===== config.mk =====
export PLATFORM = sky130hd
export DESIGN_NAME = patterned_line_rasterizer
export DESIGN_NICKNAME = d
export VERILOG_FILES = /design/src/plr_pkg.sv /design/src/plr_cfg_regs.sv /design/src/plr_walker.sv /design/src/patterned_line_rasterizer.sv
export VERILOG_INCLUDE_DIRS = /design/src /design/src/src
export SDC_FILE = /design/constraint.sdc
export NUM_CORES = 1
export LEC_CHECK = 0
export BUFFER_PORTS_ARGS = -buffer_cell sky130_fd_sc_hd__buf_2
export CAP_MARGIN = 20
export CELL_PAD_IN_SITES_DETAIL_PLACEMENT = 1
export CELL_PAD_IN_SITES_GLOBAL_PLACEMENT = 1
export CORE_MARGIN = 5
export CORE_UTILIZATION = 40
export DETAILED_ROUTE_END_ITERATION = 10
export GPL_TIMING_DRIVEN = 0
export PLACE_DENSITY = 0.81
export SLEW_MARGIN = 30
export SYNTH_ARGS = -nofsm -noshare
export SYNTH_HDL_FRONTEND = slang
export SYNTH_HIERARCHICAL = 1
export SYNTH_SLANG_ARGS = --single-unit

===== constraint.sdc =====
create_clock -name clk -period 8.2 [get_ports clk]
set_clock_uncertainty 0.05 [all_clocks]
set_input_delay 0 -clock clk [delete_from_list [all_inputs] [get_ports clk]]
set_output_delay 0 -clock clk [all_outputs]
set_load 0.05 [all_outputs]

===== src/patterned_line_rasterizer_macros.svh =====
// ---------------------------------------------------------------------------
// patterned line rasterizer assertion macros
// concurrent checks sampled on clk, switched off while rst is high
// ---------------------------------------------------------------------------
`ifndef PATTERNED_LINE_RASTERIZER_MACROS_SVH
`define PATTERNED_LINE_RASTERIZER_MACROS_SVH

// same-cycle implication
`define PLR_ASSERT_NOW(label, ante, cons) \
  label: assert property (@(posedge clk) disable iff (rst) (ante) |-> (cons)) \
    else $error("plr check failed");

// next-cycle implication
`define PLR_ASSERT_NEXT(label, ante, cons) \
  label: assert property (@(posedge clk) disable iff (rst) (ante) |=> (cons)) \
    else $error("plr check failed");

`endif


===== src/plr_pkg.sv =====
// ---------------------------------------------------------------------------
// plr_pkg
// shared types and constants of the patterned line rasterizer
// ---------------------------------------------------------------------------
package plr_pkg;

  localparam int MASK_BITS      = 16;
  localparam int LEN_BITS       = 5;
  localparam int EFF_LEN_BITS   = 6;
  localparam int CFG_INDEX_BITS = 1;

  localparam logic [CFG_INDEX_BITS-1:0] REG_PATTERN_MASK   = 1'd0;
  localparam logic [CFG_INDEX_BITS-1:0] REG_PATTERN_LENGTH = 1'd1;

  localparam logic [MASK_BITS-1:0] MASK_RESET = 16'hffff;
  localparam logic [LEN_BITS-1:0]  LEN_RESET  = 5'd16;

  localparam logic REQ_START = 1'b0;
  localparam logic REQ_STEP  = 1'b1;

  typedef struct packed {
    logic [MASK_BITS-1:0]    mask;
    logic [EFF_LEN_BITS-1:0] length;
  } pat_cfg_t;

endpackage


===== src/plr_cfg_regs.sv =====
// ---------------------------------------------------------------------------
// plr_cfg_regs
// style pattern registers, with the period clamped to its legal range
// ---------------------------------------------------------------------------
module plr_cfg_regs #(
  parameter int PATTERN_MAX = 16
) (
  input  logic                               clk,
  input  logic                               rst,
  input  logic                               wr_en,
  input  logic [plr_pkg::CFG_INDEX_BITS-1:0] wr_index,
  input  logic [plr_pkg::MASK_BITS-1:0]      wr_data,
  output plr_pkg::pat_cfg_t                  pat
);
  import plr_pkg::*;

  logic [MASK_BITS-1:0]    pattern_mask;
  logic [LEN_BITS-1:0]     pattern_length;
  logic [EFF_LEN_BITS-1:0] len_ext;

  always_ff @(posedge clk) begin
    if (rst) begin
      pattern_mask   <= MASK_RESET;
      pattern_length <= LEN_RESET;
    end else if (wr_en) begin
      case (wr_index)
        REG_PATTERN_MASK:   pattern_mask   <= wr_data;
        REG_PATTERN_LENGTH: pattern_length <= wr_data[LEN_BITS-1:0];
        default: ;
      endcase
    end
  end

  // zero means one, above the maximum saturates
  always_comb begin
    len_ext = EFF_LEN_BITS'(pattern_length);
    pat.mask = pattern_mask;
    if (len_ext == '0) begin
      pat.length = EFF_LEN_BITS'(1);
    end else if (len_ext > EFF_LEN_BITS'(PATTERN_MAX)) begin
      pat.length = EFF_LEN_BITS'(PATTERN_MAX);
    end else begin
      pat.length = len_ext;
    end
  end

endmodule


===== src/plr_walker.sv =====
// ---------------------------------------------------------------------------
// plr_walker
// bresenham line state, setup on start and one pixel step per request
// ---------------------------------------------------------------------------
`include "patterned_line_rasterizer_macros.svh"

module plr_walker #(
  parameter int COORD_BITS  = 10,
  parameter int PATTERN_MAX = 16
) (
  input  logic                  clk,
  input  logic                  rst,
  input  logic                  step_en,
  input  logic                  req_type,
  input  logic [COORD_BITS-1:0] x_start,
  input  logic [COORD_BITS-1:0] y_start,
  input  logic [COORD_BITS-1:0] x_end,
  input  logic [COORD_BITS-1:0] y_end,
  input  plr_pkg::pat_cfg_t     pat,
  output logic                  pixel_valid,
  output logic [COORD_BITS-1:0] pixel_x,
  output logic [COORD_BITS-1:0] pixel_y,
  output logic                  plot,
  output logic                  last
);
  import plr_pkg::*;

  localparam int ERR_BITS = COORD_BITS + 3;
  localparam int POS_BITS = $clog2(PATTERN_MAX);

  logic                       line_active, line_active_next;
  logic [COORD_BITS-1:0]      major_pos, major_pos_next;
  logic [COORD_BITS-1:0]      minor_pos, minor_pos_next;
  logic [COORD_BITS-1:0]      major_span, major_span_next;
  logic [COORD_BITS-1:0]      minor_span, minor_span_next;
  logic                       major_dir_neg, major_dir_neg_next;
  logic                       minor_dir_neg, minor_dir_neg_next;
  logic                       axes_swapped, axes_swapped_next;
  logic signed [ERR_BITS-1:0] error_term, error_term_next;
  logic [COORD_BITS-1:0]      steps_left, steps_left_next;
  logic [POS_BITS-1:0]        pattern_pos, pattern_pos_next;

  logic [COORD_BITS-1:0]      adx, ady;
  logic                       xneg, yneg, swap;
  logic [COORD_BITS-1:0]      s_major, s_minor;
  logic [POS_BITS-1:0]        idx;
  logic [EFF_LEN_BITS-1:0]    idx_ext;
  logic signed [ERR_BITS-1:0] two_minor, two_major;

  always_ff @(posedge clk) begin
    if (rst) begin
      line_active   <= 1'b0;
      major_pos     <= '0;
      minor_pos     <= '0;
      major_span    <= '0;
      minor_span    <= '0;
      major_dir_neg <= 1'b0;
      minor_dir_neg <= 1'b0;
      axes_swapped  <= 1'b0;
      error_term    <= '0;
      steps_left    <= '0;
      pattern_pos   <= '0;
    end else if (step_en) begin
      line_active   <= line_active_next;
      major_pos     <= major_pos_next;
      minor_pos     <= minor_pos_next;
      major_span    <= major_span_next;
      minor_span    <= minor_span_next;
      major_dir_neg <= major_dir_neg_next;
      minor_dir_neg <= minor_dir_neg_next;
      axes_swapped  <= axes_swapped_next;
      error_term    <= error_term_next;
      steps_left    <= steps_left_next;
      pattern_pos   <= pattern_pos_next;
    end
  end

  // setup terms
  always_comb begin
    adx     = (x_end > x_start) ? (x_end - x_start) : (x_start - x_end);
    ady     = (y_end > y_start) ? (y_end - y_start) : (y_start - y_end);
    xneg    = !(x_end > x_start);
    yneg    = !(y_end > y_start);
    swap    = adx < ady;
    s_major = swap ? ady : adx;
    s_minor = swap ? adx : ady;
  end

  // pattern position, wrapped if the period shrank mid line
  always_comb begin
    idx     = (EFF_LEN_BITS'(pattern_pos) < pat.length) ? pattern_pos : '0;
    idx_ext = EFF_LEN_BITS'(idx);
  end

  always_comb begin
    two_minor = ERR_BITS'({minor_span, 1'b0});
    two_major = ERR_BITS'({major_span, 1'b0});

    line_active_next   = line_active;
    major_pos_next     = major_pos;
    minor_pos_next     = minor_pos;
    major_span_next    = major_span;
    minor_span_next    = minor_span;
    major_dir_neg_next = major_dir_neg;
    minor_dir_neg_next = minor_dir_neg;
    axes_swapped_next  = axes_swapped;
    error_term_next    = error_term;
    steps_left_next    = steps_left;
    pattern_pos_next   = pattern_pos;

    pixel_valid = 1'b0;
    pixel_x     = '0;
    pixel_y     = '0;
    plot        = 1'b0;
    last        = 1'b0;

    if (req_type == REQ_START) begin
      axes_swapped_next  = swap;
      major_pos_next     = swap ? y_start : x_start;
      minor_pos_next     = swap ? x_start : y_start;
      major_span_next    = s_major;
      minor_span_next    = s_minor;
      major_dir_neg_next = swap ? yneg : xneg;
      minor_dir_neg_next = swap ? xneg : yneg;
      error_term_next    = ERR_BITS'({s_minor, 1'b0}) - ERR_BITS'(s_major);
      steps_left_next    = s_major;
      pattern_pos_next   = '0;
      line_active_next   = s_major != '0;
    end else if (line_active) begin
      pixel_valid = 1'b1;
      pixel_x     = axes_swapped ? minor_pos : major_pos;
      pixel_y     = axes_swapped ? major_pos : minor_pos;
      plot        = (idx_ext < EFF_LEN_BITS'(MASK_BITS)) && pat.mask[idx_ext[3:0]];
      last        = steps_left <= COORD_BITS'(1);

      major_pos_next = major_dir_neg ? (major_pos - COORD_BITS'(1))
                                     : (major_pos + COORD_BITS'(1));
      if (error_term[ERR_BITS-1]) begin
        error_term_next = error_term + two_minor;
      end else begin
        minor_pos_next  = minor_dir_neg ? (minor_pos - COORD_BITS'(1))
                                        : (minor_pos + COORD_BITS'(1));
        error_term_next = error_term + two_minor - two_major;
      end
      pattern_pos_next = ((idx_ext + EFF_LEN_BITS'(1)) >= pat.length) ? '0
                                                                      : (idx + POS_BITS'(1));
      steps_left_next  = steps_left - COORD_BITS'(1);
      line_active_next = steps_left != COORD_BITS'(1);
    end
  end

  `PLR_ASSERT_NOW(a_active_has_steps, line_active, steps_left != '0)
  `PLR_ASSERT_NEXT(a_point_line_idle,
    step_en && req_type == REQ_START && x_start == x_end && y_start == y_end, !line_active)
  `PLR_ASSERT_NOW(a_idle_step_empty,
    step_en && req_type == REQ_STEP && !line_active, !pixel_valid && !last)
  `PLR_ASSERT_NEXT(a_last_ends_line,
    step_en && req_type == REQ_STEP && line_active && last, !line_active)

endmodule


===== src/patterned_line_rasterizer.sv =====
// ---------------------------------------------------------------------------
// patterned_line_rasterizer
// bresenham line walker with a configurable dash pattern
// ---------------------------------------------------------------------------
// One request is taken per clock unless m_axis_tready holds the pipe, and is
// answered by exactly one result, one pixel a cycle at full rate. A request
// is held in the input register, the line step is worked out in the walker
// and lands in the result register; s_axis_tready follows m_axis_tready
// combinationally through those two registers. A start request answers with
// tuser low and zero data; a step answers with the next pixel of the active
// line, or tuser low once the line is finished. Write the pattern registers
// only while no request is in flight.
module patterned_line_rasterizer #(
  parameter int COORD_BITS  = 10,
  parameter int PATTERN_MAX = 16
) (
  input  logic                                              clk,
  input  logic                                              rst,
  input  logic                                              s_axis_tvalid,
  output logic                                              s_axis_tready,
  // x_start, y_start, x_end, y_end, zero padding
  input  logic [((4*COORD_BITS+7)/8)*8-1:0]                 s_axis_tdata,
  // req_type
  input  logic                                              s_axis_tuser,
  output logic                                              m_axis_tvalid,
  input  logic                                              m_axis_tready,
  // pixel_x, pixel_y, plot, zero padding
  output logic [((2*COORD_BITS+8)/8)*8-1:0]                 m_axis_tdata,
  // pixel_valid
  output logic                                              m_axis_tuser,
  output logic                                              m_axis_tlast,
  input  logic                                              cfg_valid,
  output logic                                              cfg_ready,
  input  logic [plr_pkg::CFG_INDEX_BITS-1:0]                cfg_index,
  input  logic [plr_pkg::MASK_BITS-1:0]                     cfg_data
);
  import plr_pkg::*;

  localparam int OUT_BITS = 2*COORD_BITS + 1;
  localparam int OUT_W    = ((2*COORD_BITS+8)/8)*8;

  pat_cfg_t pat;

  logic                  in_valid;
  logic                  in_req_type;
  logic [COORD_BITS-1:0] in_x_start, in_y_start, in_x_end, in_y_end;
  logic                  advance;
  logic                  s_fire;

  logic                  w_pixel_valid, w_plot, w_last;
  logic [COORD_BITS-1:0] w_pixel_x, w_pixel_y;

  logic                  out_valid;
  logic                  out_pixel_valid, out_plot, out_last;
  logic [COORD_BITS-1:0] out_pixel_x, out_pixel_y;

  assign cfg_ready     = 1'b1;
  assign advance       = !out_valid || m_axis_tready;
  assign s_axis_tready = !in_valid || advance;
  assign s_fire        = s_axis_tvalid && s_axis_tready;

  plr_cfg_regs #(
    .PATTERN_MAX(PATTERN_MAX)
  ) u_cfg (
    .clk      (clk),
    .rst      (rst),
    .wr_en    (cfg_valid && cfg_ready),
    .wr_index (cfg_index),
    .wr_data  (cfg_data),
    .pat      (pat)
  );

  // input register
  always_ff @(posedge clk) begin
    if (rst) begin
      in_valid <= 1'b0;
    end else if (s_fire) begin
      in_valid <= 1'b1;
    end else if (advance) begin
      in_valid <= 1'b0;
    end
  end

  always_ff @(posedge clk) begin
    if (s_fire) begin
      in_req_type <= s_axis_tuser;
      in_x_start  <= s_axis_tdata[0*COORD_BITS +: COORD_BITS];
      in_y_start  <= s_axis_tdata[1*COORD_BITS +: COORD_BITS];
      in_x_end    <= s_axis_tdata[2*COORD_BITS +: COORD_BITS];
      in_y_end    <= s_axis_tdata[3*COORD_BITS +: COORD_BITS];
    end
  end

  plr_walker #(
    .COORD_BITS  (COORD_BITS),
    .PATTERN_MAX (PATTERN_MAX)
  ) u_walker (
    .clk         (clk),
    .rst         (rst),
    .step_en     (in_valid && advance),
    .req_type    (in_req_type),
    .x_start     (in_x_start),
    .y_start     (in_y_start),
    .x_end       (in_x_end),
    .y_end       (in_y_end),
    .pat         (pat),
    .pixel_valid (w_pixel_valid),
    .pixel_x     (w_pixel_x),
    .pixel_y     (w_pixel_y),
    .plot        (w_plot),
    .last        (w_last)
  );

  // result register
  always_ff @(posedge clk) begin
    if (rst) begin
      out_valid <= 1'b0;
    end else if (advance) begin
      out_valid <= in_valid;
    end
  end

  always_ff @(posedge clk) begin
    if (advance && in_valid) begin
      out_pixel_valid <= w_pixel_valid;
      out_pixel_x     <= w_pixel_x;
      out_pixel_y     <= w_pixel_y;
      out_plot        <= w_plot;
      out_last        <= w_last;
    end
  end

  assign m_axis_tvalid = out_valid;
  assign m_axis_tuser  = out_pixel_valid;
  assign m_axis_tlast  = out_last;
  assign m_axis_tdata  = OUT_W'({out_plot, out_pixel_y, out_pixel_x});

  // width of the zero padding above the packed result
  localparam int PAD_BITS = OUT_W - OUT_BITS;
  if (PAD_BITS < 0) begin : g_bad_width
    $error("result does not fit tdata");
  end

endmodule


==> results of run 1 <==
==> power by group through the flow <==
| stage | Sequential (µW) | Clock [µW] | Combinational, µW |
|---|---|---|---|
| floorplan | 917 | 0 | 1090 |
| finish | 908 | 818 | 1670 |
| global route | 913 | 867 | 1790 |
| detailed placement | 923 | 0 | 1540 |
| CTS | 905 | 821 | 1600 |
| global placement | 920 | 0 | 1490 |
==> critical path, delay by kind of cell (launching register included) <==
family / cells / cell delay, ps
DFF: 1 / 410
AOI/OAI and AO/OA: 13 / 3350
xor gates and xnor gates: 1 / 210
muxes: 2 / 680
adders and majority gates: 5 / 1740
buffers and inverters: 6 / 800
and+or+nand+nor: 4 / 540
==> placed cells by master, fill, tap and decap left out, types with 17 or more instances in the layout <==
| cell type | instances |
|---|---|
| sky130_fd_sc_hd__a21o_1 | 21 |
| sky130_fd_sc_hd__a21oi_1 | 110 |
| sky130_fd_sc_hd__o21ai_0 | 63 |
| sky130_fd_sc_hd__o211ai_1 | 22 |
| sky130_fd_sc_hd__dlygate4sd3_1 | 72 |
| sky130_fd_sc_hd__dfxtp_1 | 93 |
| sky130_fd_sc_hd__ha_1 | 101 |
| sky130_fd_sc_hd__nor2_1 | 129 |
| sky130_fd_sc_hd__mux2i_1 | 57 |
| sky130_fd_sc_hd__nand2_1 | 130 |
| sky130_fd_sc_hd__a211oi_1 | 19 |
| sky130_fd_sc_hd__clkbuf_16 | 17 |
| sky130_fd_sc_hd__xnor2_1 | 39 |
| sky130_fd_sc_hd__clkbuf_1 | 44 |
| sky130_fd_sc_hd__edfxtp_1 | 64 |
| sky130_fd_sc_hd__inv_1 | 123 |
| sky130_fd_sc_hd__nor3_1 | 20 |
| sky130_fd_sc_hd__buf_2 | 92 |
==> repair_timing <==
action	CTS	global route
endpoints found under the setup margin	0	3
gates resized for setup	0	4
hold endpoints to repair	64	0
setup buffers	0	6
hold buffers	72	0
==> state kept, by name (all words and copies together) (netlist names), 4 cells and up <==
signal and flops:
u_walker/minor_pos 10, out_pixel_x 10, u_walker/minor_span 10, out_pixel_y 10, u_cfg/pattern_mask 16, u_walker/error_term 12
u_walker/pattern_pos 4, u_cfg/pattern_length 5, u_walker/steps_left 10, in_x_start 10, in_y_start 10, in_x_end 10
u_walker/major_pos 10, in_y_end 10, u_walker/major_span 10
==> per-layer routing <==
| layer | global-route usage [%] | wire length, µm | up-vias |
|---|---|---|---|
| met5 | 0 | 0 | - |
| li1 | - | - | 4995 |
| met4 | 9.51 | 1570 | 0 |
| met2 | 47.1 | 20800 | 442 |
| met1 | 31.9 | 17000 | 5329 |
| met3 | 3.69 | 2190 | 109 |
==> layout make-up <==
| class | instances | area, µm² |
|---|---|---|
| buffer | 68 | 333 |
| tap | 378 | 473 |
| multi-input combinational | 964 | 6700 |
| sequential | 157 | 3780 |
| inverter | 123 | 462 |
| clock buffer | 19 | 433 |
| fill | 3322 | 14300 |
| clock inverter | 13 | 146 |
| timing repair buffer | 163 | 1190 |
==> logic make-up (layout without fill, tap and decap cells) <==
| logic type | Yosys count | count (layout) |
|---|---|---|
| adder cells (fa/ha/maj) | 112 | 112 |
| flip-flops | 157 | 157 |
| AND/OR/NAND/NOR | 380 | 380 |
| AO/OA/AOI/OAI | 352 | 352 |
| XOR/XNOR | 49 | 49 |
| buffers and inverters | 191 | 386 |
| other | 3 | 5 |
| multiplexers | 66 | 66 |
==> through the flow <==
stage	worst slack, ps	area [µm²]
2_1_floorplan	1590	11300
3_3_place_gp	477	12200
3_5_place_dp	247	12200
4_1_cts	130	13500
5_1_grt	-5.41	13500
6_report	367	13500
==> worst paths after layout <==
| check | startpoint | to | slack, ps |
|---|---|---|---|
| worst max register to register | in_x_end[0] | u_walker/error_term[10] | 370 |
| worst min-delay path | s_axis_tvalid | in_x_start[7] | 180 |
| worst max-delay path | in_x_end[0] | u_walker/error_term[10] | 370 |
| worst min register to register | u_walker/minor_span[6] | u_walker/minor_span[6] | 410 |
==> summary.md, run 1 <==
| Metric | Value |
|---|---|
| Status | `completed` |
| Clock latency on the worst-skew pair | `440 ps` |
| Die Wd | `178 µm` |
| Global-route wire length before repair | `64,600 µm` |
| Worst r2r path cells | `31` |
| Crit path launch type | `register` |
| Number of standard cells in the layout, taps in and fillers out | `1,885` |
| Worst Hold Depth | `2` |
| Critical Setup Path Class | `register to register` |
| Flip-flop and latch count after synthesis | `157` |
| Endpoint type of the worst setup path | `register` |
| Average detailed-routed wire length per instance | `22.0 µm` |
| Type of the most critical hold path | `input pin to register` |
| Reported net switching power | `1500 µW` |
| MaxCap Viol Count | `0` |
| WHS | `182 ps` |
| Final critical-path share of the clock period | `95.5%` |
| GP Congestion | `0.928` |
| Number of vias per cell | `5.77` |
| Share of synthesized area occupied by flip-flops and latches | `33.6%` |
| Reg power frac | `26.7%` |
| Share of the synthesized area in compound gates (AO/OA/AOI/OAI) | `20.6%` |
| Leakage power | `0.00564 µW` |
| Clock-pin slew of the registers on the worst-case setup and hold paths | `80 ps` |
| Req. time, crit path | `8520 ps` |
| Die outline area | `31,600 µm²` |
| Quantity of I/O buffers inserted on ports | `85` |
| Mapped Avg Cell Area | `8.59 µm²` |
| Clock group share of total power | `24.1%` |
| Count of yosys warnings during synthesis | `6` |
| Setup violations, final | `0` |
| Clock Root Buffer | `sky130_fd_sc_hd__clkbuf_16` |
| H-Tree Depth | `4` |
| Layout Utilization | `48.7%` |
| Overflow left after global routing | `0` |
| Wire length reported by the detailed router | `41,500 µm` |
| ANT nets after route | `0` |
| Cell area after technology mapping | `11,300 µm²` |
| Xor/xnor share of the synthesized area | `3.98%` |
| Aggregate negative setup slack | `0 ps` |
| Number of antenna violations at the first check in global routing | `0` |
| Pin count of the biggest net entering global routing | `42` |
| I/O pins | `92` |
| Post-Place Cells | `1,775` |
| Number of optimization iterations in the first detailed-route pass | `5` |
| Fraction of final layout cells sized beyond drive strength 1 | `11.7%` |
| Via count of the first global-routing pass | `11,400` |
| Starting density of the core | `40.5%` |
| GRT Overall Usage | `26.2%` |
| Fraction of post-synthesis cell area in the top cell type by area | `17.1%` |
| Count of endpoints failing hold in the final timing report | `0` |
| Switching share of total power | `44.2%` |
| Post-detailed-route DRC marker count | `0` |
| Async set-reset flop share out of synthesis | `0%` |
| Portion of total power attributed to combinational logic | `49.2%` |
| Number of buffers inserted during clock tree synthesis | `17` |
| Area contributors post-synth | `sky130_fd_sc_hd__edfxtp_1 (17%), sky130_fd_sc_hd__dfxtp_1 (17%), sky130_fd_sc_hd__ha_1 (11%), sky130_fd_sc_hd__mux2i_1 (5.2%), sky130_fd_sc_hd__a21oi_1 (4.9%)` |
| Internal Pwr Total | `1900 µW` |
| Count of unique library cells instantiated by Yosys | `89` |
| Power after layout | `3400 µW` |
| Most frequent CP cell | `sky130_fd_sc_hd__inv_1` |
| Post-synthesis cell count | `1,310` |
| Area Growth Syn to Fin | `20.1%` |
| Clock tree from TritonCTS | `done` |
| Worst Max-Slew Pin Slew | `954 ps` |
| Total power divided by cell area | `251 nW/µm²` |
| Main combinational cell family by area after synthesis | `compound AO/OA/AOI/OAI gates` |
| DPL Wire Length | `28,900 µm` |
| Final count of pins violating max slew | `0` |
| Worst path arrival time | `8150 ps` |
| Cell accounting for the most synthesized area | `sky130_fd_sc_hd__edfxtp_1` |
| Worst ir drop on vdd | `164 µV` |
| Slowest cell delay on critical path | `470 ps` |
| Number of vias after detailed routing | `10,900` |
| Clock period minus final worst setup slack | `7830 ps` |
| Main flop type after synthesis | `sky130_fd_sc_hd__dfxtp_1` |
| Fraction of the mapped netlist area in adder cells | `13.0%` |
| Post-layout net count | `1,667` |
| Commonest cells in the synthesized netlist | `sky130_fd_sc_hd__nand2_1 (130), sky130_fd_sc_hd__nor2_1 (130), sky130_fd_sc_hd__inv_1 (123), sky130_fd_sc_hd__a21oi_1 (110), sky130_fd_sc_hd__ha_1 (101)` |
| Diodes inserted | `0` |
| Maximum operating frequency | `0.128 GHz` |
| Cell type of the slowest stage on the worst timing path | `sky130_fd_sc_hd__a2111o_1` |
| # clock sinks | `157` |
| Simple-gate area share of the yosys netlist | `15.5%` |
| Count of standard-cell rows | `61` |
| Worst-case headroom to the max-slew limit | `34.8%` |
| Portion of netlist area occupied by mux cells | `6.16%` |
| Placeable core region | `27,800 µm²` |
| Post-synth EDFFs | `64` |
| Number of buffers on the longest clock path | `2` |
| Violation count after the first detailed-routing iteration | `841` |
| Die height | `178 µm` |
| CP max FO | `10` |
Note: power is estimated with default switching activity, not from simulation.
==> inputs of run 2 (changes only) <==
--- a/config.mk
+++ b/config.mk
@@ -11,12 +11,11 @@
 export CELL_PAD_IN_SITES_DETAIL_PLACEMENT = 1
 export CELL_PAD_IN_SITES_GLOBAL_PLACEMENT = 1
 export CORE_MARGIN = 5
-export CORE_UTILIZATION = 40
+export CORE_UTILIZATION = 47
 export DETAILED_ROUTE_END_ITERATION = 10
 export GPL_TIMING_DRIVEN = 0
-export PLACE_DENSITY = 0.81
+export PLACE_DENSITY = 0.92
 export SLEW_MARGIN = 30
 export SYNTH_ARGS = -nofsm -noshare
 export SYNTH_HDL_FRONTEND = slang
-export SYNTH_HIERARCHICAL = 1
 export SYNTH_SLANG_ARGS = --single-unit
==> constraint.sdc (replaced) <==
create_clock -name clk -period 8.25 [get_ports clk]
set_clock_uncertainty 0.05 [all_clocks]
set_input_delay 0 -clock clk [delete_from_list [all_inputs] [get_ports clk]]
set_output_delay 0 -clock clk [all_outputs]
set_load 0.05 [all_outputs]
==> run 2 against run 1 <==
Compared with the run above: non-clock buffer count decreased by 15; total power is 5.1% higher; first-iteration DRC count grew 23%; final cell count shrank 6.9%.
==> summary.md, run 2 <==
| Metric | Value |
|---|---|
| GRT Overall Usage | `31.6% (+5.4 points)` |
| Post-detailed-route DRC marker count | `0 (unchanged)` |
| Flip-flop and latch count after synthesis | `157 (unchanged)` |
| Req. time, crit path | `8530 ps (about the same)` |
| ANT nets after route | `0 (unchanged)` |
| Register bank with the most flops | `u_cfg.pattern_mask` |
| Die Wd | `163 µm (-8.5%)` |
| Post-synth EDFFs | `64 (unchanged)` |
| Switching share of total power | `45.2% (+1.0 points)` |
| Internal Pwr Total | `1960 µW (+3.1%)` |
| Worst path arrival time | `8230 ps (+80 ps)` |
| Number of optimization iterations in the first detailed-route pass | `6 (+1)` |
| Total power divided by cell area | `272 nW/µm² (+8.2%)` |
| Number of buffers on the longest clock path | `2 (unchanged)` |
| Endpoint type of the worst setup path | `register` |
| Final critical-path share of the clock period | `96.3% (+0.79 points)` |
| Setup violations, final | `0 (unchanged)` |
| Max reg flops | `16 (unchanged)` |
| Post-synthesis cell count | `1,254 (-4.3%)` |
| Final count of pins violating max slew | `0 (unchanged)` |
| Pin count of the biggest net entering global routing | `30 (-29%)` |
| Dominant cell by count in the synthesized netlist | `sky130_fd_sc_hd__nor2_1` |
| Register-to-Register Setup Slack | `300 ps (-60 ps)` |
| Leading cell type in the layout, fill and taps excluded | `sky130_fd_sc_hd__nor2_1` |
| Global-route wire length before repair | `65,200 µm (+0.80%)` |
| Post-route worst setup slack | `305 ps (-62.7 ps)` |
| Die outline area | `26,500 µm² (-16%)` |
| Worst-case headroom to the max-slew limit | `38.8% (+4.0 points)` |
| Crit path launch type | `register` |
| Cell type of the slowest stage on the worst timing path | `sky130_fd_sc_hd__mux2i_2` |
| Quantity of I/O buffers inserted on ports | `86 (+1.2%)` |
| Number of vias after detailed routing | `11,000 (+1.4%)` |
| Cell area after technology mapping | `11,000 µm² (-2.7%)` |
| Cell accounting for the most synthesized area | `sky130_fd_sc_hd__edfxtp_1` |
| Count of endpoints failing hold in the final timing report | `0 (unchanged)` |
| Commonest cells in the synthesized netlist | `sky130_fd_sc_hd__nor2_1 (128), sky130_fd_sc_hd__nand2_1 (118), sky130_fd_sc_hd__a21oi_1 (116), sky130_fd_sc_hd__inv_1 (103), sky130_fd_sc_hd__ha_1 (101)` |
| Share of the synthesized area in compound gates (AO/OA/AOI/OAI) | `19.6% (-1.0 points)` |
| Status | `completed` |
| Count of unique library cells instantiated by Yosys | `75 (-16%)` |
| Leakage power | `0.00553 µW (-2.0%)` |
| Clock tree from TritonCTS | `done` |
| Reported net switching power | `1620 µW (+7.6%)` |
| Pre-CTS setup slack | `152 ps (-94.6 ps)` |
| Via count of the first global-routing pass | `11,800 (+3.2%)` |
| Critical path buffer and inverter count | `4 (-2)` |
| Reg-to-reg critical path startpoint | `in_x_start[0]` |
| Async set-reset flop share out of synthesis | `0% (unchanged)` |
| Simple-gate area share of the yosys netlist | `14.3% (-1.2 points)` |
| Worst Max-Slew Pin Slew | `918 ps (-35.7 ps)` |
| Mapped Avg Cell Area | `8.74 µm² (+1.7%)` |
| Fraction of the mapped netlist area in adder cells | `13.4% (+0.38 points)` |
| Aggregate negative setup slack | `0 ps (unchanged)` |
| Number of buffers inserted during clock tree synthesis | `17 (unchanged)` |
| Number of antenna violations at the first check in global routing | `0 (unchanged)` |
| Clock group share of total power | `23.6% (-0.5 points)` |
| Portion of total power attributed to combinational logic | `50.7% (+1.5 points)` |
| Count of standard-cell rows | `55 (-9.8%)` |
| Count of yosys warnings during synthesis | `0 (-6)` |
| Endpoint of the worst hold-timing path | `u_walker.error_term[9]` |
| Diodes inserted | `0 (unchanged)` |
| Violation count after the first detailed-routing iteration | `1,037 (+23%)` |
| Main flop type after synthesis | `sky130_fd_sc_hd__dfxtp_1` |
| Clock period minus final worst setup slack | `7950 ps (+113 ps)` |
| Clock Root Buffer | `sky130_fd_sc_hd__clkbuf_16` |
| Reg power frac | `25.7% (-1.0 points)` |
| Overflow left after global routing | `0 (unchanged)` |
| Terminus of the critical flop-to-flop path | `u_walker.error_term[10]` |
| Share of synthesized area occupied by flip-flops and latches | `34.5% (+0.92 points)` |
| Clock-pin slew of the registers on the worst-case setup and hold paths | `80 ps (about the same)` |
| Dominant delay contributor by cell family on the critical path | `compound AO/OA/AOI/OAI gates` |
| MaxCap Viol Count | `0 (unchanged)` |
| DPL Wire Length | `27,800 µm (-3.8%)` |
| Worst ir drop on vdd | `141 µV (-14%)` |
| Cell area after layout | `13,100 µm² (-2.8%)` |
| RSZ-0062 raised after global routing | `false` |
| Critical Setup Path Class | `register to register` |
| Worst r2r path cells | `32 (+3.2%)` |
| Average detailed-routed wire length per instance | `24.3 µm (+10%)` |
| H-Tree Depth | `4 (unchanged)` |
| Slowest cell delay on critical path | `570 ps (+100 ps)` |
| Commonest cells after routing, fill and taps aside | `sky130_fd_sc_hd__nor2_1 (128), sky130_fd_sc_hd__nand2_1 (118), sky130_fd_sc_hd__a21oi_1 (115)` |
| Worst Hold Depth | `3 (+1)` |
| Xor/xnor share of the synthesized area | `4.64% (+0.66 points)` |
| Clock latency on the worst-skew pair | `470 ps (+30 ps)` |
| Area contributors post-synth | `sky130_fd_sc_hd__edfxtp_1 (18%), sky130_fd_sc_hd__dfxtp_1 (17%), sky130_fd_sc_hd__ha_1 (12%), sky130_fd_sc_hd__mux2i_1 (6.0%), sky130_fd_sc_hd__a21oi_1 (5.3%)` |
| Number of gates on the worst path with buffers counted | `32 (+3.2%)` |
| Largest registers | `u_cfg.pattern_mask x16, u_walker.error_term x12` |
| Starting density of the core | `48.1% (+7.6 points)` |
| # clock sinks | `157 (unchanged)` |
| Portion of netlist area occupied by mux cells | `7.42% (+1.3 points)` |
| Placeable core region | `22,800 µm² (-18%)` |
| Maximum operating frequency | `0.126 GHz (-1.4%)` |
| Area Growth Syn to Fin | `19.9%` |
| GP Congestion | `0.915 (-1.5%)` |
| Post-layout net count | `1,602 (-3.9%)` |
| CP max FO | `10 (unchanged)` |
| Die height | `163 µm (-8.5%)` |
| Wire length reported by the detailed router | `42,600 µm (+2.5%)` |
| Fraction of final layout cells sized beyond drive strength 1 | `12.1% (+0.32 points)` |
| Number of vias per cell | `6.29 (+8.9%)` |
| Critical path startpoint | `in_x_start[0]` |
| Worst Hold Launch | `rst` |
| Fraction of post-synthesis cell area in the top cell type by area | `17.5% (+0.47 points)` |
| Type of the most critical hold path | `input pin to register` |
| Main combinational cell family by area after synthesis | `compound AO/OA/AOI/OAI gates` |
| Placed instance area | `11,800 µm² (-2.9%)` |
| Layout Utilization | `57.7% (+9.0 points)` |
| I/O pins | `92 (unchanged)` |
[run 2: cell count changes after synthesis, sizes merged, moves of 6 or more]
cell | before | now
a21o | 21 | 28
nand3 | 14 | 21
xor2 | 9 | 16
a21oi | 111 | 117
or3 | 12 | 6
inv | 123 | 103
a211oi | 20 | 47
nand2 | 130 | 118
and2 | 11 | 5
mux2i | 59 | 67
o21ai | 68 | 50
a31oi | 9 | 3
clkbuf | 42 | 36
o211ai | 23 | 17
[run 2: per-layer routing]
metal / part of all wire (%) / GRT usage, %
met1: 36 / 35.3
met2: 48 / 55.2
met3: 7.9 / 6.53
met4: 7.2 / 19.6
met5: 0 / 0
[run 2: cell type report]
cell class                 count  area [µm²]
tap                          313         392
fill                        2683        9640
inverter                     103         387
sequential                   157        3780
buffer                        61         275
clock buffer                  17         425
timing repair buffer         155        1120
multi-input combinational    934        6590
clock inverter                15         166
[run 2: cell families (layout without fill, tap and decap cells)]
logic type,Yosys count,after routing
AO/OA/AOI/OAI,330,330
XOR/XNOR,58,58
adder cells (fa/ha/maj),112,112
buffers and inverters,165,351
flip-flops,157,157
multiplexers,78,78
other,2,4
AND/OR/NAND/NOR,352,352
[run 2: worst max path at each step]
stage	endpoint	slack [ps]
after global placement	u_walker.error_term[10]	420
final	u_walker.error_term[10]	300
after global routing	u_walker.error_term[10]	70
after detailed placement	u_walker.error_term[10]	150
after CTS	u_walker.error_term[10]	8
after floorplan	u_walker.error_term[10]	1370
[run 2: power groups by stage]
stage	sequential, µW	clock [µW]	combinational, µW
final	919	842	1810
after global routing	922	865	1930
after CTS	915	819	1730
after detailed placement	930	0	1650
after global placement	927	0	1570
after floorplan	923	0	1210
[run 2: worst reg2reg max path, delay by kind of cell (launching register included)]
family	cells	cell delay, ps
AOI/OAI and AO/OA	15	2890
adders and majority gates	5	1690
muxes	3	1070
buffers and inverters	4	640
and+or+nand+nor	4	630
DFF	1	500
xor gates and xnor gates	1	320
[run 2: metrics by stage]
step | hold slack, ps | std cells | total power, µW
3_5_place_dp | 128 | 1656 | 2580
5_1_grt | 103 | 1755 | 3710
2_1_floorplan | 48.9 | 1256 | 2140
3_3_place_gp | 127 | 1655 | 2500
4_1_cts | 62.9 | 1752 | 3460
6_report | 48.2 | 1755 | 3570
[run 2: timing repair]
item                                   in CTS  in global routing
hold buffers                               64                  0
setup buffers                               0                  4
setup endpoints to repair                   1                  7
pin swaps                                   0                  2
endpoints found under the hold margin      64                  0
gates resized for setup                     1                 11
==> inputs of run 3 (changes only) <==
==> constraint.sdc (replaced) <==
create_clock -name clk -period 7.6 [get_ports clk]
set_clock_uncertainty 0.05 [all_clocks]
set_input_delay 0 -clock clk [delete_from_list [all_inputs] [get_ports clk]]
set_output_delay 0 -clock clk [all_outputs]
set_load 0.05 [all_outputs]
==> run 3 against run 2 <==
Compared with the run above: non-clock buffer count rose by 20; via count up 2.5%; clock-buffer cell count unchanged; the run now ends with setup timing left; maximum frequency about the same; highest routed layer unchanged; wire length rose by 7.4%; core utilization increased by 1.4 points; critical path type unchanged; register-to-register slack got worse by 660 ps; first-iteration DRC count is 34% higher; sequential power up 8.6%.
==> summary.md, run 3 (synthesis gave the netlist of run 2 again) <==
| Metric | Value |
|---|---|
| Violation count after the first detailed-routing iteration | `1,387 (+34%)` |
| CP max FO | `10 (unchanged)` |
| # clock sinks | `157 (unchanged)` |
| Filler Cell Count | `2,656 (-1.0%)` |
| Clock-pin slew of the registers on the worst-case setup and hold paths | `80 ps (about the same)` |
| Register bank with the most flops | `u_cfg.pattern_mask` |
| Worst path arrival time | `8230 ps (about the same)` |
| Overflow left after global routing | `0 (unchanged)` |
| Clock tree from TritonCTS | `done` |
| GP Congestion | `0.915 (unchanged)` |
| Worst ir drop on vdd | `134 µV (-4.9%)` |
| Violations in the final reports | `setup timing` |
| Total power divided by cell area | `300 nW/µm² (+11%)` |
| Number of vias after detailed routing | `11,300 (+2.5%)` |
| Critical Setup Path Class | `register to register` |
| Wire length reported by the detailed router | `45,800 µm (+7.4%)` |
| Max reg flops | `16 (unchanged)` |
| Status | `finished with violations` |
| Type of the most critical hold path | `input pin to register` |
| Die outline area | `26,500 µm² (unchanged)` |
| GRT Overall Usage | `32.1% (+0.50 points)` |
| Cell area after layout | `13,500 µm² (+2.4%)` |
| Final count of pins violating max slew | `0 (unchanged)` |
| Leading cell type in the layout, fill and taps excluded | `sky130_fd_sc_hd__nor2_1` |
| Number of optimization iterations in the first detailed-route pass | `6 (unchanged)` |
| Worst Max-Slew Pin Slew | `920 ps (+1.15 ps)` |
| Global-route wire length before repair | `66,000 µm (+1.3%)` |
| Post-detailed-route DRC marker count | `0 (unchanged)` |
| Diodes inserted | `0 (unchanged)` |
| Post-layout net count | `1,622 (+1.2%)` |
| Slowest cell delay on critical path | `490 ps (-80 ps)` |
| Count of standard-cell rows | `55 (unchanged)` |
| Post-route worst setup slack | `-351 ps (-655 ps)` |
| Number of antenna violations at the first check in global routing | `1 (+1)` |
| Placed instance area | `11,800 µm² (unchanged)` |
| Pin count of the biggest net entering global routing | `30 (unchanged)` |
| H-Tree Depth | `4 (unchanged)` |
| Number of vias per cell | `6.37 (+1.3%)` |
| Number of standard cells in the layout, taps in and fillers out | `1,775 (+1.1%)` |
| Internal Pwr Total | `2200 µW (+12%)` |
| Number of buffers on the longest clock path | `2 (unchanged)` |
| Crit path launch type | `register` |
| Setup violations, final | `3 (+3)` |
| Final critical-path share of the clock period | `105% (+8.3 points)` |
| Layout Utilization | `59.0% (+1.4 points)` |
| Fraction of final layout cells sized beyond drive strength 1 | `14.5% (+2.4 points)` |
| DPL Wire Length | `27,800 µm (unchanged)` |
| Quantity of I/O buffers inserted on ports | `86 (unchanged)` |
| Req. time, crit path | `7880 ps (-650 ps)` |
| MaxCap Viol Count | `0 (unchanged)` |
| Number of buffers inserted during clock tree synthesis | `17 (unchanged)` |
| Commonest cells after routing, fill and taps aside | `sky130_fd_sc_hd__nor2_1 (128), sky130_fd_sc_hd__nand2_1 (118), sky130_fd_sc_hd__a21oi_1 (110)` |
| Clock Root Buffer | `sky130_fd_sc_hd__clkbuf_16` |
| Endpoint type of the worst setup path | `register` |
| Clock period minus final worst setup slack | `7950 ps (+5.42 ps)` |
| Reported net switching power | `1840 µW (+14%)` |
| Starting density of the core | `48.1% (unchanged)` |
| Power after layout | `4040 µW (+13%)` |
| Reg power frac | `24.7% (-1.0 points)` |
| Clock latency on the worst-skew pair | `480 ps (about the same)` |
| Area Growth Syn to Fin | `22.8%` |
| Die height | `163 µm (unchanged)` |
| Largest registers | `u_cfg.pattern_mask x16, u_walker.error_term x12` |
| Average detailed-routed wire length per instance | `25.8 µm (+6.2%)` |
| Switching share of total power | `45.6% (+0.34 points)` |
| Count of endpoints failing hold in the final timing report | `0 (unchanged)` |
| Via count of the first global-routing pass | `11,800 (+0.72%)` |
| Worst-case headroom to the max-slew limit | `38.7% (-0.077 points)` |
| ANT nets after route | `0 (unchanged)` |
| Maximum operating frequency | `0.126 GHz (about the same)` |
| Placeable core region | `22,800 µm² (unchanged)` |
| Leakage power | `0.00565 µW (+2.2%)` |
| I/O pins | `92 (unchanged)` |
| Die Wd | `163 µm (unchanged)` |
| Cell type of the slowest stage on the worst timing path | `sky130_fd_sc_hd__edfxtp_1` |
| Post-Place Cells | `1,656 (unchanged)` |
| Clock group share of total power | `22.6% (-1.0 points)` |
| Portion of total power attributed to combinational logic | `52.7% (+2.0 points)` |
## run 3: cell types whose count changed in the layout (fill, tap and decap cells not counted), sizes merged
cell / delta
buf: +20
## run 3: power by group through the flow
stage	logic (µW)	clock network [µW]	registers, µW
2_1_floorplan	1320	0	1000
3_3_place_gp	1710	0	1010
3_5_place_dp	1790	0	1010
4_1_cts	1900	889	993
5_1_grt	2240	939	1000
6_report	2130	913	998
## run 3: metal layers
metal,GRT usage (%),wire (µm),vias to the layer above
met5,0,0,-
met4,22.4,3640,0
met3,6.15,3770,294
met2,55.5,22200,737
met1,35.6,16100,5458
li1,-,-,4816
## run 3: per-stage QoR
step	setup slack, ps	setup TNS [ps]	hold slack, ps
CTS	13.5	0	62.9
floorplan	721	0	48.9
global route	-473	-1360	105
global placement	-233	-233	127
detailed placement	-498	-985	128
finish	-351	-485	88.4
## run 3: critical path, delay by kind of cell, from the launching register on
family / cells / cell delay [ps]
multiplexers: 3 / 870
AND/OR/NAND/NOR: 3 / 460
adder cells (fa/ha/maj): 4 / 1530
flip-flops: 1 / 490
buffers and inverters: 5 / 720
XOR/XNOR: 1 / 190
AO/OA/AOI/OAI: 15 / 3460
## run 3: worst paths after layout
check / startpoint / to / slack (ps) / cells after the start
worst max-delay path: in_y_start[8] / u_walker.error_term[10] / -350 / 31
worst min-delay path: rst / u_walker.error_term[9] / 90 / 3
worst max register to register: in_y_start[8] / u_walker.error_term[10] / -350 / 31
worst min register to register: u_walker.major_span[4] / u_walker.major_span[4] / 410 / 2
## run 3: final cells by class
type,instances,area (µm²),area share [%]
Buffer,61,290,2.16
Clock buffer,17,425,3.16
Clock inverter,15,166,1.24
Inverter,103,387,2.87
Multi-Input combinational cell,934,6740,50.1
Sequential cell,157,3780,28.1
Tap cell,313,392,2.91
Timing Repair Buffer,175,1270,9.45
## run 3: timing repair
item / CTS / global route
setup endpoints to repair: 7 / 6
pin swaps: 2 / 11
buffers inserted: 4 / 20
gates cloned: 0 / 0
hold buffers: 64 / 0
gates resized for setup: 13 / 30
hold endpoints to repair: 64 / 0
